--- src/rtl/chp_pkg.sv ---
// Package: types, constants and tables shared by the chroma peak-sum block.
`timescale 1ns / 1ps
package chp_pkg;

  localparam int FftSizeDef      = 8192;
  localparam int NumOctavesDef   = 2;
  localparam int NumHarmonicsDef = 2;

  localparam int NUM_NOTES  = 12;
  localparam int MAG_W      = 24;
  localparam int BPH_W      = 24;
  localparam int HW_W       = 4;
  localparam int ROM_W      = 24;
  localparam int PROD1_W    = ROM_W + BPH_W;
  localparam int CHROMA_W   = 26;
  localparam int ACC_W      = 32;
  localparam int K_W        = 23;
  localparam int O_W        = 3;
  localparam int H_W        = 3;
  localparam int OH_W       = O_W + H_W;
  localparam int ROOT_W     = 48;
  localparam int RAD_W      = 2 * ROOT_W;
  localparam int REM_W      = ROOT_W + 4;
  localparam int STEP_W     = 6;
  localparam int ROOT1_STEPS = 48;
  localparam int ROOT2_STEPS = 24;

  localparam logic [BPH_W-1:0]    BPH_RESET  = 24'd48696;
  localparam logic [HW_W-1:0]     HW_RESET   = 4'd2;
  localparam logic [CHROMA_W-1:0] CHROMA_MAX = {CHROMA_W{1'b1}};
  localparam logic [ACC_W-1:0]    ROUND_HALF = 32'd6;
  localparam logic [31:0]         RECIP3     = 32'hAAAAAAAB;
  localparam logic [3:0]          LAST_NOTE  = 4'd11;

  localparam logic CMD_LOAD    = 1'b0;
  localparam logic CMD_COMPUTE = 1'b1;
  localparam logic REG_BPH     = 1'b0;
  localparam logic REG_HW      = 1'b1;

  typedef struct packed {
    logic               cmd;
    logic [12:0]        bin_index;
    logic signed [31:0] bin_real;
    logic signed [31:0] bin_imag;
  } chp_req_t;

  typedef struct packed {
    logic [3:0]          note_index;
    logic [CHROMA_W-1:0] chroma_value;
    logic                last_note;
  } chp_res_t;

  typedef struct packed {
    logic           latch;
    logic           sq;
    logic           prep;
    logic           step;
    logic           mid;
    logic           wr;
    logic           note;
    logic           mul2;
    logic           ctr;
    logic           scan;
    logic           acc;
    logic           div;
    logic           emit;
    logic           last;
    logic [3:0]     n;
    logic [O_W-1:0] o;
    logic [H_W-1:0] h;
  } chp_ctl_t;

  function automatic logic [ROM_W-1:0] note_rom(input logic [3:0] n);
    logic [ROM_W-1:0] r;
    case (n)
      4'd0:    r = 24'd8572947;
      4'd1:    r = 24'd9082720;
      4'd2:    r = 24'd9622807;
      4'd3:    r = 24'd10195009;
      4'd4:    r = 24'd10801236;
      4'd5:    r = 24'd11443511;
      4'd6:    r = 24'd12123977;
      4'd7:    r = 24'd12844906;
      4'd8:    r = 24'd13608704;
      4'd9:    r = 24'd14417920;
      4'd10:   r = 24'd15275254;
      4'd11:   r = 24'd16183568;
      default: r = '0;
    endcase
    return r;
  endfunction

  function automatic logic [3:0] harm_weight(input logic [H_W-1:0] h);
    logic [3:0] w;
    case (h)
      3'd1:    w = 4'd12;
      3'd2:    w = 4'd6;
      3'd3:    w = 4'd4;
      3'd4:    w = 4'd3;
      default: w = '0;
    endcase
    return w;
  endfunction

endpackage

--- src/rtl/chp_ctrl.sv ---
// Controller: sequences bin loads and the per-note harmonic peak search.
`timescale 1ns / 1ps
module chp_ctrl #(
  parameter int NUM_OCTAVES   = chp_pkg::NumOctavesDef,
  parameter int NUM_HARMONICS = chp_pkg::NumHarmonicsDef
) (
  input  logic              clk_i,
  input  logic              rst_ni,
  input  logic              start_i,
  input  logic              cmd_i,
  input  logic              scan_done_i,
  output logic              busy_o,
  output chp_pkg::chp_ctl_t ctl_o
);
  import chp_pkg::*;

  typedef enum logic [3:0] {
    S_IDLE, S_SQ, S_PREP, S_ROOT1, S_MID, S_ROOT2, S_WR,
    S_NOTE, S_MUL2, S_CTR, S_SCAN, S_DRAIN, S_ACC, S_DIV, S_EMIT
  } state_e;

  state_e            state_q;
  logic [STEP_W-1:0] cnt_q;
  logic [3:0]        n_q;
  logic [O_W-1:0]    o_q;
  logic [H_W-1:0]    h_q;

  always_ff @(posedge clk_i or negedge rst_ni) begin
    if (!rst_ni) begin
      state_q <= S_IDLE;
      cnt_q   <= '0;
      n_q     <= '0;
      o_q     <= '0;
      h_q     <= '0;
    end else begin
      case (state_q)
        S_IDLE: begin
          if (start_i) begin
            n_q     <= '0;
            state_q <= (cmd_i == CMD_LOAD) ? S_SQ : S_NOTE;
          end
        end
        S_SQ:   state_q <= S_PREP;
        S_PREP: begin
          cnt_q   <= '0;
          state_q <= S_ROOT1;
        end
        S_ROOT1: begin
          cnt_q <= cnt_q + 1'b1;
          if (cnt_q == STEP_W'(ROOT1_STEPS - 1)) state_q <= S_MID;
        end
        S_MID: begin
          cnt_q   <= '0;
          state_q <= S_ROOT2;
        end
        S_ROOT2: begin
          cnt_q <= cnt_q + 1'b1;
          if (cnt_q == STEP_W'(ROOT2_STEPS - 1)) state_q <= S_WR;
        end
        S_WR: state_q <= S_IDLE;
        S_NOTE: begin
          o_q     <= O_W'(1);
          h_q     <= H_W'(1);
          state_q <= S_MUL2;
        end
        S_MUL2:  state_q <= S_CTR;
        S_CTR:   state_q <= S_SCAN;
        S_SCAN:  if (scan_done_i) state_q <= S_DRAIN;
        S_DRAIN: state_q <= S_ACC;
        S_ACC: begin
          if (h_q != H_W'(NUM_HARMONICS)) begin
            h_q     <= h_q + 1'b1;
            state_q <= S_MUL2;
          end else if (o_q != O_W'(NUM_OCTAVES)) begin
            o_q     <= o_q + 1'b1;
            h_q     <= H_W'(1);
            state_q <= S_MUL2;
          end else begin
            state_q <= S_DIV;
          end
        end
        S_DIV: state_q <= S_EMIT;
        S_EMIT: begin
          if (n_q == LAST_NOTE) begin
            state_q <= S_IDLE;
          end else begin
            n_q     <= n_q + 1'b1;
            state_q <= S_NOTE;
          end
        end
        default: state_q <= S_IDLE;
      endcase
    end
  end

  always_comb begin
    ctl_o       = '0;
    ctl_o.latch = (state_q == S_IDLE) && start_i;
    ctl_o.sq    = (state_q == S_SQ);
    ctl_o.prep  = (state_q == S_PREP);
    ctl_o.step  = (state_q == S_ROOT1) || (state_q == S_ROOT2);
    ctl_o.mid   = (state_q == S_MID);
    ctl_o.wr    = (state_q == S_WR);
    ctl_o.note  = (state_q == S_NOTE);
    ctl_o.mul2  = (state_q == S_MUL2);
    ctl_o.ctr   = (state_q == S_CTR);
    ctl_o.scan  = (state_q == S_SCAN) && !scan_done_i;
    ctl_o.acc   = (state_q == S_ACC);
    ctl_o.div   = (state_q == S_DIV);
    ctl_o.emit  = (state_q == S_EMIT);
    ctl_o.last  = (n_q == LAST_NOTE);
    ctl_o.n     = n_q;
    ctl_o.o     = o_q;
    ctl_o.h     = h_q;
  end

  assign busy_o = (state_q != S_IDLE);

endmodule

--- config.mk ---
export PLATFORM = sky130hd
export DESIGN_NAME = chp_ctrl
export DESIGN_NICKNAME = d
export VERILOG_FILES = /design/src/rtl/chp_pkg.sv /design/src/rtl/chp_ctrl.sv
export SDC_FILE = /design/constraint.sdc
export NUM_CORES = 1
export LEC_CHECK = 0
export BUFFER_PORTS_ARGS = -buffer_cell sky130_fd_sc_hd__buf_2
export CAP_MARGIN = 30
export CELL_PAD_IN_SITES_DETAIL_PLACEMENT = 0
export CELL_PAD_IN_SITES_GLOBAL_PLACEMENT = 2
export CORE_UTILIZATION = 34
export DETAILED_ROUTE_END_ITERATION = 8
export HOLD_SLACK_MARGIN = 0.15
export PLACE_DENSITY = 0.85
export SKIP_CTS_REPAIR_TIMING = 1
export SLEW_MARGIN = 20
export SYNTH_ARGS = -nofsm -noshare
export SYNTH_HDL_FRONTEND = slang
export SYNTH_SLANG_ARGS = --single-unit
--- constraint.sdc ---
create_clock -name clk_i -period 2.65 [get_ports clk_i]
set_input_delay 0.1325 -clock clk_i [delete_from_list [all_inputs] [get_ports clk_i]]
set_output_delay 0.1325 -clock clk_i [all_outputs]
set_load 0.005 [all_outputs]
# == Word-level counts from Yosys, hierarchy flattened ==
# Cells that the tools add are included.
# totals
ff_bits,20
input_bits,5
out_inout_bits,25
word_cells,70
# op_classes
addsub,4
n_eq_ne,27
muxes,19
n_reduce_logical,15
# ops
cell,n
$pmux 4 s14,1
$eq 4x4->1 const B,8
$mux 3,8
$mux 4,6
$eq 4x3->1 const B,4
$ne 2x2->1 const B,6
$pmux 3 s2,2
$pmux 6 s2,1
$eq 4x2->1 const B,2
$pmux 4 s2,1
$add 3x1->3 const B,2
$add 6x1->6 const B,1
$eq 6x5->1 const B,1
$eq 6x6->1 const B,1
$ne 3x2->1 const B,2
$reduce_and 3->1,2
$reduce_bool 2->1,3
$add 4x1->4 const B,1
$eq 4x1->1 const B,1
$logic_not 4->1,1
$reduce_and 4->1,1
$reduce_bool 4->1,1
$reduce_or 2->1,2
$ne 3x1->1 const B,1
other kinds (5),6

# == Depth between registers and ports, before layout ==
# Gate-level depths: netlist of run 1.
# logic_depth
ltp_word,4
ltp_mapped,6
depth_no_buf,6

# == Worst setup path after synthesis of run 1 ==
# Ideal clock, no wire load.
# synth_timing
path_type,register -> register
from,register state_q[1]
to,register state_q[2]
setup_ns,0.092
arrival_time_ns,1.486
t_required_ns,2.558
path_slack_ns,1.072
path_stages_with_launch,6
n_path_buf,1
period_less_slack_ns,1.578
path_cell_list,dfrtp_1 -> buf_6 -> nand4bb_4 -> or4_4 -> o21a_1 -> o31ai_2
# synth_between
elab_chain_cells,3
elab_cells_between_ends,20
cone_classes,eq/ne: 17; mux: 1; reduce/logical: 2
# synth_rtl
element,line,rtl
"start, declared",chp_ctrl.sv:22,state_e state_q;
"start signal, assigned",chp_ctrl.sv:40,state_q <= (cmd_i == CMD_LOAD) ? S_SQ : S_NOTE;
$eq 4x3->1 (tied with other cells),chp_ctrl.sv:36,case (state_q)
$ne 2x2->1 (no line),-,
$reduce_and 4->1 (no line),-,
# Parallel ways exist; a longest one is shown, timed or not.
# A chain may end at the register's enable or synchronous reset.

# == Worst setup path in the final report of run 1 ==
# layout_timing
from,register state_q[0]
to,register state_q[2]
# Same word-level chain as after synthesis.

==> results of run 1 <==
## worst max-delay path, stage by stage, from the launching register on
cell and delay, ns:
dfrtp_1 0.62, nand4bb_4 0.38, or4_4 0.56, o21a_1 0.13, o31ai_2 0.16
## power groups by stage
stage | combinational (mW) | sequential, mW | clock, mW
after floorplan | 0.668 | 0.503 | 0
after global placement | 0.699 | 0.635 | 0
after detailed placement | 0.708 | 0.645 | 0
after CTS | 0.711 | 0.640 | 0.237
after global routing | 0.804 | 0.673 | 0.253
final | 0.705 | 0.643 | 0.230
## final cells by class
class | instances | area, µm²
clock buffers | 4 | 55.1
fillers | 381 | 2150
inverters | 7 | 26.3
multi-input cells | 118 | 767
flip-flops and latches | 20 | 500
well taps | 48 | 60.1
repair buffers | 30 | 155
## cells in the final DEF, fill, tap and decap left out, types with 2 or more instances in the layout
cell type / count
nand2b_1: 11
o21ai_0: 12
and3b_1: 2
and4b_1: 2
a21oi_1: 5
nand4_1: 2
nand3b_1: 2
a211o_1: 2
nor3_1: 8
o21ai_1: 2
dfrtp_1: 20
and3_1: 2
nor2_1: 16
nand2_1: 10
nand3_1: 5
xor2_1: 2
nor3b_1: 3
a22o_1: 2
mux2i_1: 3
clkbuf_8: 4
nor2b_1: 4
ha_1: 4
inv_1: 7
o21a_1: 2
buf_2: 29
## state kept, by name, summed over array words and instances, names as in the netlist
signal and flops:
o_q 3, cnt_q 6, state_q 4, h_q 3, n_q 4
## kinds of logic (layout without fill, tap and decap cells)
kind of cell,Yosys count,count (layout),share of synthesized area [%]
xor gates and xnor gates,3,3,1.96
buffers and inverters,17,41,5.59
and+or+nand+nor,71,71,30.4
muxes,4,4,3.08
DFF,20,20,37.3
AOI/OAI and AO/OA,36,36,18.0
adders and majority gates,4,4,3.73
## path summary, 6_finish.rpt
| kind | end | slack, ns |
|---|---|---|
| max | state_q[2] | 0.71 |
| min | n_q[3] | 0.28 |
| max reg2reg | state_q[2] | 0.71 |
| min reg2reg | cnt_q[5] | 0.49 |
| max in group asynchronous | n_q[3] | 1.98 |
| min in group asynchronous | o_q[0] | 0.35 |
## cells in the mapped netlist (2+ instances only)
master	instances
clkbuf_1	8
o21ai_1	2
inv_1	7
o21a_1	2
mux2i_1	3
nand3b_1	2
nor2_1	16
a21oi_1	5
ha_1	4
a211o_1	2
dfrtp_1	20
nand4_1	2
nor3_1	8
and3_1	2
nand2b_1	11
and3b_1	2
nand2_1	10
o21ai_0	12
xor2_1	2
a22o_1	2
nor3b_1	3
nand3_1	5
nor2b_1	4
and4b_1	2
## metal layers
| metal | up-vias | share of wire [%] |
|---|---|---|
| li1 | 598 | - |
| met1 | 546 | 51 |
| met2 | 20 | 44 |
| met3 | 2 | 3.9 |
| met4 | 0 | 0.46 |
| met5 | - | 0 |
==> results.json, run 1 <==
{
  "status": "completed",
  "post_drt_wl_per_cell_um": 12.3,
  "synth_edf_count": 0,
  "htree_levels": 1,
  "dp_worst_setup_slack_ns": 0.737,
  "synth_cells": 155,
  "switching_power_uw": 678,
  "clockBufferDepth": 2,
  "use_met2_pct": 22.7,
  "synth-seq-cells": 20,
  "hold_ws_ns": 0.278,
  "grt_pass1_vias": 1085,
  "place_area_mm2": 0.00150,
  "path_max_fanout": 22,
  "core_area_mm2": 0.00372,
  "overflow": 0,
  "final_util_pct": 42.1,
  "hpwl_um": 2070,
  "grt_max_degree": 24,
  "synth_ff_type": "dfrtp_1",
  "syn_to_final_growth_pct": 16.5,
  "final_layout_size_suffix_gt1_share_pct": 21.2,
  "syn_area_mm2": 0.00134,
  "setup_tns_ns": 0,
  "n_antenna_cell": 0,
  "ant_nets": 0,
  "clock.fmax_ghz": 0.515,
  "vias_per_cell": 5.14,
  "postSynthAreaPerCell_um2": 8.66,
  "clk_pin_slew_ns": 0.07,
  "powerDensity_mw_per_mm2": 1010,
  "min_path_cells": 3,
  "startpoint_type": "flop",
  "yosysTopAreaCell": "dfrtp_1",
  "fp-row-count": 22,
  "portBuffers": 29,
  "ys_types": 43,
  "synth_warnings": 0,
  "grt.busiest_layer": "met2",
  "syn_nets": 164,
  "final_area_mm2": 0.00156,
  "dieArea_mm2": 0.00420,
  "cp.arrival_ns": 2.11,
  "hold_viol_final": 0,
  "reg2reg_depth": 4,
  "async_reset_ff_share_pct": 100,
  "routabilityCongestion": 0.785,
  "clk_latency_ns": 0.25,
  "internal_power_uw": 899,
  "p_total_mw": 1.58,
  "synth-seq-area-share_pct": 37.3,
  "route.vias.total": 1166,
  "drt_wl_total_um": 2800,
  "dr.pass1.iters": 4,
  "use_met1_pct": 20.0,
  "r2r_start": "state_q[0]",
  "fin_ws_ns": 0.708,
  "rsz0062_at_grt": "no",
  "drc_errors": 0,
  "synth_area_leaders": "dfrtp_1 37%, nand2b_1 5.1%, o21ai_0 4.5%",
  "grt_usage_pct": 14.3,
  "skew_ns": 0.00265,
  "drtIter0Drc": 93,
  "antenna_found_initial": 0,
  "initial_core_util_pct": 36.1,
  "timing_max_transition_violations_final": 0,
  "crit_path_end_kind": "flop",
  "netSwitchingFraction_pct": 43.0,
  "fin_crit_sh_pct": 73.3,
  "clock_sinks": 20,
  "setup_viol": 0,
  "cts-root-buf": "clkbuf_8",
  "p_leak_nw": 0.778,
  "ios": 30,
  "grt_pass1_wl_um": 4790,
  "power_frac_seq_pct": 40.8,
  "dp_cells": 222,
  "combPwrFrac_pct": 44.7,
  "p_clk_share_pct": 14.6,
  "cts_buffers": 3,
  "tritoncts": "yes",
  "die_h_um": 64.8,
  "tightest_slew_ns": 0.651,
  "vdd_drop_max_mv": 0.429,
  "die_x_um": 64.8,
  "cp.required_ns": 2.82,
  "min_from": "start_i",
  "stdcell_count": 227,
  "slew_headroom_pct": 56.6,
  "met3_usage_pct": 2.29,
  "critPathKind": "reg -> reg",
  "worst_hold_path_type": "in -> reg",
  "synth_top_area_share_pct": 37.3,
  "final.min_clock_period_ns": 1.94,
  "cap_viol_max_count": 0,
  "worstSetupStartpoint": "state_q[0]",
  "nNetsFinal": 189
}
Note: power is estimated with default switching activity, not from simulation.
==> inputs of run 2 (changes only) <==
--- a/config.mk
+++ b/config.mk
@@ -5,14 +5,15 @@
 export SDC_FILE = /design/constraint.sdc
 export NUM_CORES = 1
 export LEC_CHECK = 0
+export ABC_AREA = 1
 export BUFFER_PORTS_ARGS = -buffer_cell sky130_fd_sc_hd__buf_2
 export CAP_MARGIN = 30
 export CELL_PAD_IN_SITES_DETAIL_PLACEMENT = 0
 export CELL_PAD_IN_SITES_GLOBAL_PLACEMENT = 2
-export CORE_UTILIZATION = 34
+export CORE_UTILIZATION = 27
 export DETAILED_ROUTE_END_ITERATION = 8
 export HOLD_SLACK_MARGIN = 0.15
-export PLACE_DENSITY = 0.85
+export PLACE_DENSITY = 0.76
 export SKIP_CTS_REPAIR_TIMING = 1
 export SLEW_MARGIN = 20
 export SYNTH_ARGS = -nofsm -noshare
==> constraint.sdc (replaced) <==
create_clock -name clk_i -period 1.7 [get_ports clk_i]
set_input_delay 0.085 -clock clk_i [delete_from_list [all_inputs] [get_ports clk_i]]
set_output_delay 0.085 -clock clk_i [all_outputs]
set_load 0.005 [all_outputs]
==> results.json, run 2 <==
{
  "status": "completed",
  "grt_max_degree": 21,
  "htree_levels": 1,
  "overflow": 0,
  "clock_sinks": 20,
  "initial_core_util_pct": 28.4,
  "antenna_found_initial": 0,
  "n_antenna_cell": 0,
  "synth_top_area_share_pct": 37.1,
  "async_reset_ff_share_pct": 100,
  "ys_types": 25,
  "p_total_mw": 2.65,
  "routabilityCongestion": 0.749,
  "synth-seq-area-share_pct": 37.1,
  "synthTopCellsByCount": "44 x nand2_1, 22 x nand3_1, 20 x dfrtp_1",
  "cp.arrival_ns": 1.47,
  "final_util_pct": 35.1,
  "dieArea_mm2": 0.00528,
  "fp-row-count": 25,
  "clock.fmax_ghz": 0.641,
  "hpwl_um": 2380,
  "post_drt_wl_per_cell_um": 11.1,
  "stdcell_count": 281,
  "rrSetupSlack_ns": 0.28,
  "crit_path_end_kind": "primary output",
  "portBuffers": 29,
  "vias_per_cell": 4.34,
  "nNetsFinal": 224,
  "fillers": 527,
  "powerDensity_mw_per_mm2": 1590,
  "critPathKind": "reg -> out",
  "critPathMaxStageDelay_ns": 0.60,
  "route.vias.total": 1220,
  "syn_area_mm2": 0.00135,
  "core_area_mm2": 0.00475,
  "worstSetupStartpoint": "state_q[1]",
  "largest_register_ffs": 6,
  "synth_cells": 180,
  "dr.pass1.iters": 4,
  "final.min_clock_period_ns": 1.56,
  "syn_to_final_growth_pct": 23.6,
  "hold_viol_final": 0,
  "slew_headroom_pct": 66.0,
  "ant_nets": 0,
  "fin_ws_ns": 0.141,
  "syn_nets": 189,
  "cap_viol_max_count": 0,
  "fin_crit_sh_pct": 91.7,
  "skew_ns": 0.0113,
  "postSynthAreaPerCell_um2": 7.49,
  "r2r_start": "state_q[1]",
  "clk_latency_ns": 0.27,
  "cp_slowest_cell": "dfrtp_1",
  "setup_tns_ns": 0,
  "largest-register": "cnt_q",
  "yosysTopAreaCell": "dfrtp_1",
  "clockBufferDepth": 2,
  "grt_pass1_wl_um": 5420,
  "path_cells": "inv_2 > nand2_2 > nor2_4 > nor2_4 > inv_2 > buf_2",
  "final_area_mm2": 0.00167,
  "drt_wl_total_um": 3120,
  "cp.required_ns": 1.62,
  "drtIter0Drc": 57,
  "startpoint_type": "flop",
  "critical_path.endpoint": "ctl_o[20]",
  "layout_common_cells": "43 x nand2_1, 29 x buf_2, 22 x nand3_1",
  "rsz0062_at_grt": "no",
  "p_leak_nw": 0.911,
  "cts-root-buf": "clkbuf_8",
  "worst_hold_path_type": "in -> reg",
  "layout_commonest_cell": "nand2_1",
  "synth_ff_type": "dfrtp_1",
  "synth-seq-cells": 20,
  "final_layout_size_suffix_gt1_share_pct": 30.4,
  "tightest_slew_ns": 0.510,
  "place_area_mm2": 0.00158,
  "min_from": "cmd_i",
  "seq_area_um2": 500,
  "dp_worst_setup_slack_ns": 0.254,
  "r2r-end": "h_q[0]",
  "synth_area_leaders": "dfrtp_1 37%, nand2_1 12%, nand3_1 8.2%",
  "cts_buffers": 3,
  "synth_most_common_cell": "nand2_1",
  "timing_max_transition_violations_final": 0,
  "die_h_um": 72.7,
  "grt_usage_pct": 13.3,
  "vdd_drop_max_mv": 0.439,
  "synth_edf_count": 0,
  "grt_pass1_vias": 1136,
  "reg2reg_depth": 7,
  "setup_viol": 0,
  "ios": 30,
  "hold_ws_ns": 0.246,
  "tritoncts": "yes",
  "reg.largest.list": "cnt_q x6, n_q x4, state_q x4",
  "dp_cells": 276,
  "die_x_um": 72.7,
  "multi_input_comb_area_um2": 759,
  "path_max_fanout": 7,
  "drc_errors": 0,
  "clk_pin_slew_ns": 0.08,
  "synth_warnings": 0
}
## run 2: per-layer routing
metal	up-vias	track usage, %	part of all wire (%)
met1	558	18.6	51
met5	-	0	0
met3	2	2.07	3.0
li1	643	-	-
met4	0	4.58	0.86
met2	17	21.0	45
## run 2: cell type report
cell class / instances / share of cell area (%)
timing repair buffer: 30 / 9.31
clock buffer: 3 / 2.48
multi-input combinational: 135 / 45.6
tap: 67 / 5.03
clock inverter: 1 / 1.80
inverter: 25 / 5.78
sequential: 20 / 30.0
## run 2: worst min-delay path by stage
stage / endpoint / cells past startpoint / slack (ns)
after floorplan: cnt_q[0] / 0 / -0.21
after CTS: n_q[3] / 1 / -0.21
after detailed placement: cnt_q[3] / 1 / 0.09
after global routing: state_q[1] / 5 / 0.29
final: state_q[1] / 5 / 0.25
after global placement: cnt_q[3] / 1 / 0.09
## run 2: cell families after synthesis
| kind of cell | share of synthesized area [%] |
|---|---|
| adder cells (fa/ha/maj) | 3.71 |
| XOR/XNOR | 1.95 |
| buffers and inverters | 7.14 |
| AO/OA/AOI/OAI | 7.24 |
| flip-flops | 37.1 |
| AND/OR/NAND/NOR | 42.9 |
## run 2: worst max-delay path, delay by kind of cell (launching register included)
family                 cells  cell delay [ns]
and+or+nand+nor            3             0.33
DFF                        1             0.60
buffers and inverters      3             0.28
## run 2: power breakdown
group / leakage (nW) / internal [mW] / total, mW / switching (mW)
Clock: 0.0357 / 0.315 / 0.498 / 0.183
Combinational: 0.613 / 0.486 / 1.34 / 0.853
Sequential: 0.263 / 0.617 / 0.817 / 0.200
Total: 0.911 / 1.42 / 2.65 / 1.24
==> inputs of run 3 (changes only) <==
--- a/config.mk
+++ b/config.mk
@@ -6,14 +6,14 @@
 export NUM_CORES = 1
 export LEC_CHECK = 0
 export ABC_AREA = 1
-export BUFFER_PORTS_ARGS = -buffer_cell sky130_fd_sc_hd__buf_2
 export CAP_MARGIN = 30
 export CELL_PAD_IN_SITES_DETAIL_PLACEMENT = 0
 export CELL_PAD_IN_SITES_GLOBAL_PLACEMENT = 2
-export CORE_UTILIZATION = 27
+export CORE_UTILIZATION = 31
 export DETAILED_ROUTE_END_ITERATION = 8
+export DONT_BUFFER_PORTS = 1
 export HOLD_SLACK_MARGIN = 0.15
-export PLACE_DENSITY = 0.76
+export PLACE_DENSITY = 0.75
 export SKIP_CTS_REPAIR_TIMING = 1
 export SLEW_MARGIN = 20
 export SYNTH_ARGS = -nofsm -noshare
==> results.json, run 3 (synthesized netlist as in run 2, its figures left out) <==
{
  "status": "completed",
  "ios": 30,
  "dieArea_mm2": 0.00462,
  "p_total_mw": 2.34,
  "fin_ws_ns": 0.229,
  "path_cells": "inv_1 > nand2_1 > nor2_2 > nor2_4 > inv_2",
  "ant_nets": 0,
  "clk_pin_slew_ns": 0.08,
  "rsz0062_at_grt": "no",
  "cap_viol_max_count": 0,
  "clock.fmax_ghz": 0.680,
  "grt_usage_pct": 15.1,
  "routabilityCongestion": 0.837,
  "crit_path_end_kind": "primary output",
  "route.vias.total": 1110,
  "reg2reg_depth": 8,
  "cts-root-buf": "clkbuf_8",
  "htree_levels": 1,
  "syn_to_final_growth_pct": 9.93,
  "dr.pass1.iters": 4,
  "core_area_mm2": 0.00409,
  "cp_slowest_cell": "dfrtp_1",
  "tightest_slew_ns": 0.396,
  "setup_tns_ns": 0,
  "die_h_um": 68.0,
  "final_area_mm2": 0.00148,
  "overflow": 0,
  "worst_hold_path_type": "in -> reg",
  "final_util_pct": 36.3,
  "clk_latency_ns": 0.26,
  "startpoint_type": "flop",
  "r2r_start": "state_q[1]",
  "r2r-end": "o_q[1]",
  "powerDensity_mw_per_mm2": 1580,
  "hold_ws_ns": 0.159,
  "clock_sinks": 20,
  "rrSetupSlack_ns": 0.24,
  "place_area_mm2": 0.00141,
  "slew_headroom_pct": 73.6,
  "path_delay_family": "simple AND/OR/NAND/NOR gates",
  "crit_buf_inv": 2,
  "cp.arrival_ns": 1.39,
  "hpwl_um": 2460,
  "portBuffers": 0,
  "path_max_fanout": 6,
  "drc_errors": 0,
  "fin_crit_sh_pct": 86.5,
  "min_path_cells": 4,
  "vdd_drop_max_mv": 0.699,
  "timing_max_transition_violations_final": 0,
  "grt_pass1_wl_um": 5110,
  "layout_commonest_cell": "nand2_1",
  "drt_wl_total_um": 3080,
  "hold_viol_final": 0,
  "dp_cells": 230,
  "post_drt_wl_per_cell_um": 13.1,
  "n_antenna_cell": 0,
  "drtIter0Drc": 33,
  "fp-row-count": 23,
  "skew_ns": 0.00125,
  "initial_core_util_pct": 33.0,
  "largest_register_ffs": 6,
  "die_x_um": 68.0,
  "cts_buffers": 3,
  "setup_viol": 0,
  "stdcell_count": 235,
  "tritoncts": "yes",
  "vias_per_cell": 4.72,
  "final.min_clock_period_ns": 1.47,
  "grt_max_degree": 21,
  "p_leak_nw": 0.761,
  "layout_common_cells": "44 x nand2_1, 22 x nand3_1, 20 x dfrtp_1",
  "final_layout_size_suffix_gt1_share_pct": 18.9,
  "hold_end": "state_q[1]",
  "cp.required_ns": 1.62,
  "critPathKind": "reg -> out",
  "critPathMaxStageDelay_ns": 0.43,
  "grt_pass1_vias": 1158,
  "dp_worst_setup_slack_ns": 0.229,
  "nNetsFinal": 196,
  "min_from": "cmd_i",
  "clockBufferDepth": 2,
  "reg.largest.list": "cnt_q x6, n_q x4, state_q x4",
  "largest-register": "cnt_q",
  "antenna_found_initial": 0
}
==> run 3: power breakdown <==
group	leakage, nW	internal, mW	switching [mW]	total (mW)
clock	0.0216	0.158	0.159	0.317
sequential	0.263	0.618	0.203	0.820
combinational	0.477	0.396	0.809	1.21
total	0.761	1.17	1.17	2.34
==> run 3: final cells by class <==
class                      count  area [µm²]
tap                           50        62.6
inverter                      25        96.3
sequential                    20         500
clock buffer                   3        41.3
fill                         450        2600
multi-input combinational    135         752
timing repair buffer           2        30.0
==> run 3: how the worst max path moves through the flow <==
stage / endpoint / slack [ns] / start / cells after the start
global route: ctl_o[20] / 0.09 / state_q[3] / 5
floorplan: o_q[2] / 0.40 / state_q[1] / 8
detailed placement: o_q[1] / 0.23 / state_q[1] / 8
finish: ctl_o[20] / 0.23 / state_q[3] / 5
CTS: ctl_o[20] / 0.21 / state_q[3] / 5
global placement: o_q[1] / 0.22 / state_q[1] / 8
==> run 3: per-layer routing <==
layer | global-route usage [%] | up-vias | share of wire [%]
met2 | 27.6 | 20 | 52
met3 | 5.00 | 4 | 5.9
met5 | 0 | - | 0
li1 | - | 583 | -
met4 | 4.95 | 0 | 1.6
met1 | 16.0 | 503 | 41
==> run 3: worst reg2reg max path, cell delays in order, from the launching register on <==
cell,delay [ns]
dfrtp_1,0.52
nor2_4,0.24
inv_4,0.08
nor2_8,0.17
inv_2,0.06
nand2_2,0.08
nand2_2,0.08
nand2_1,0.06
o21ai_1,0.06
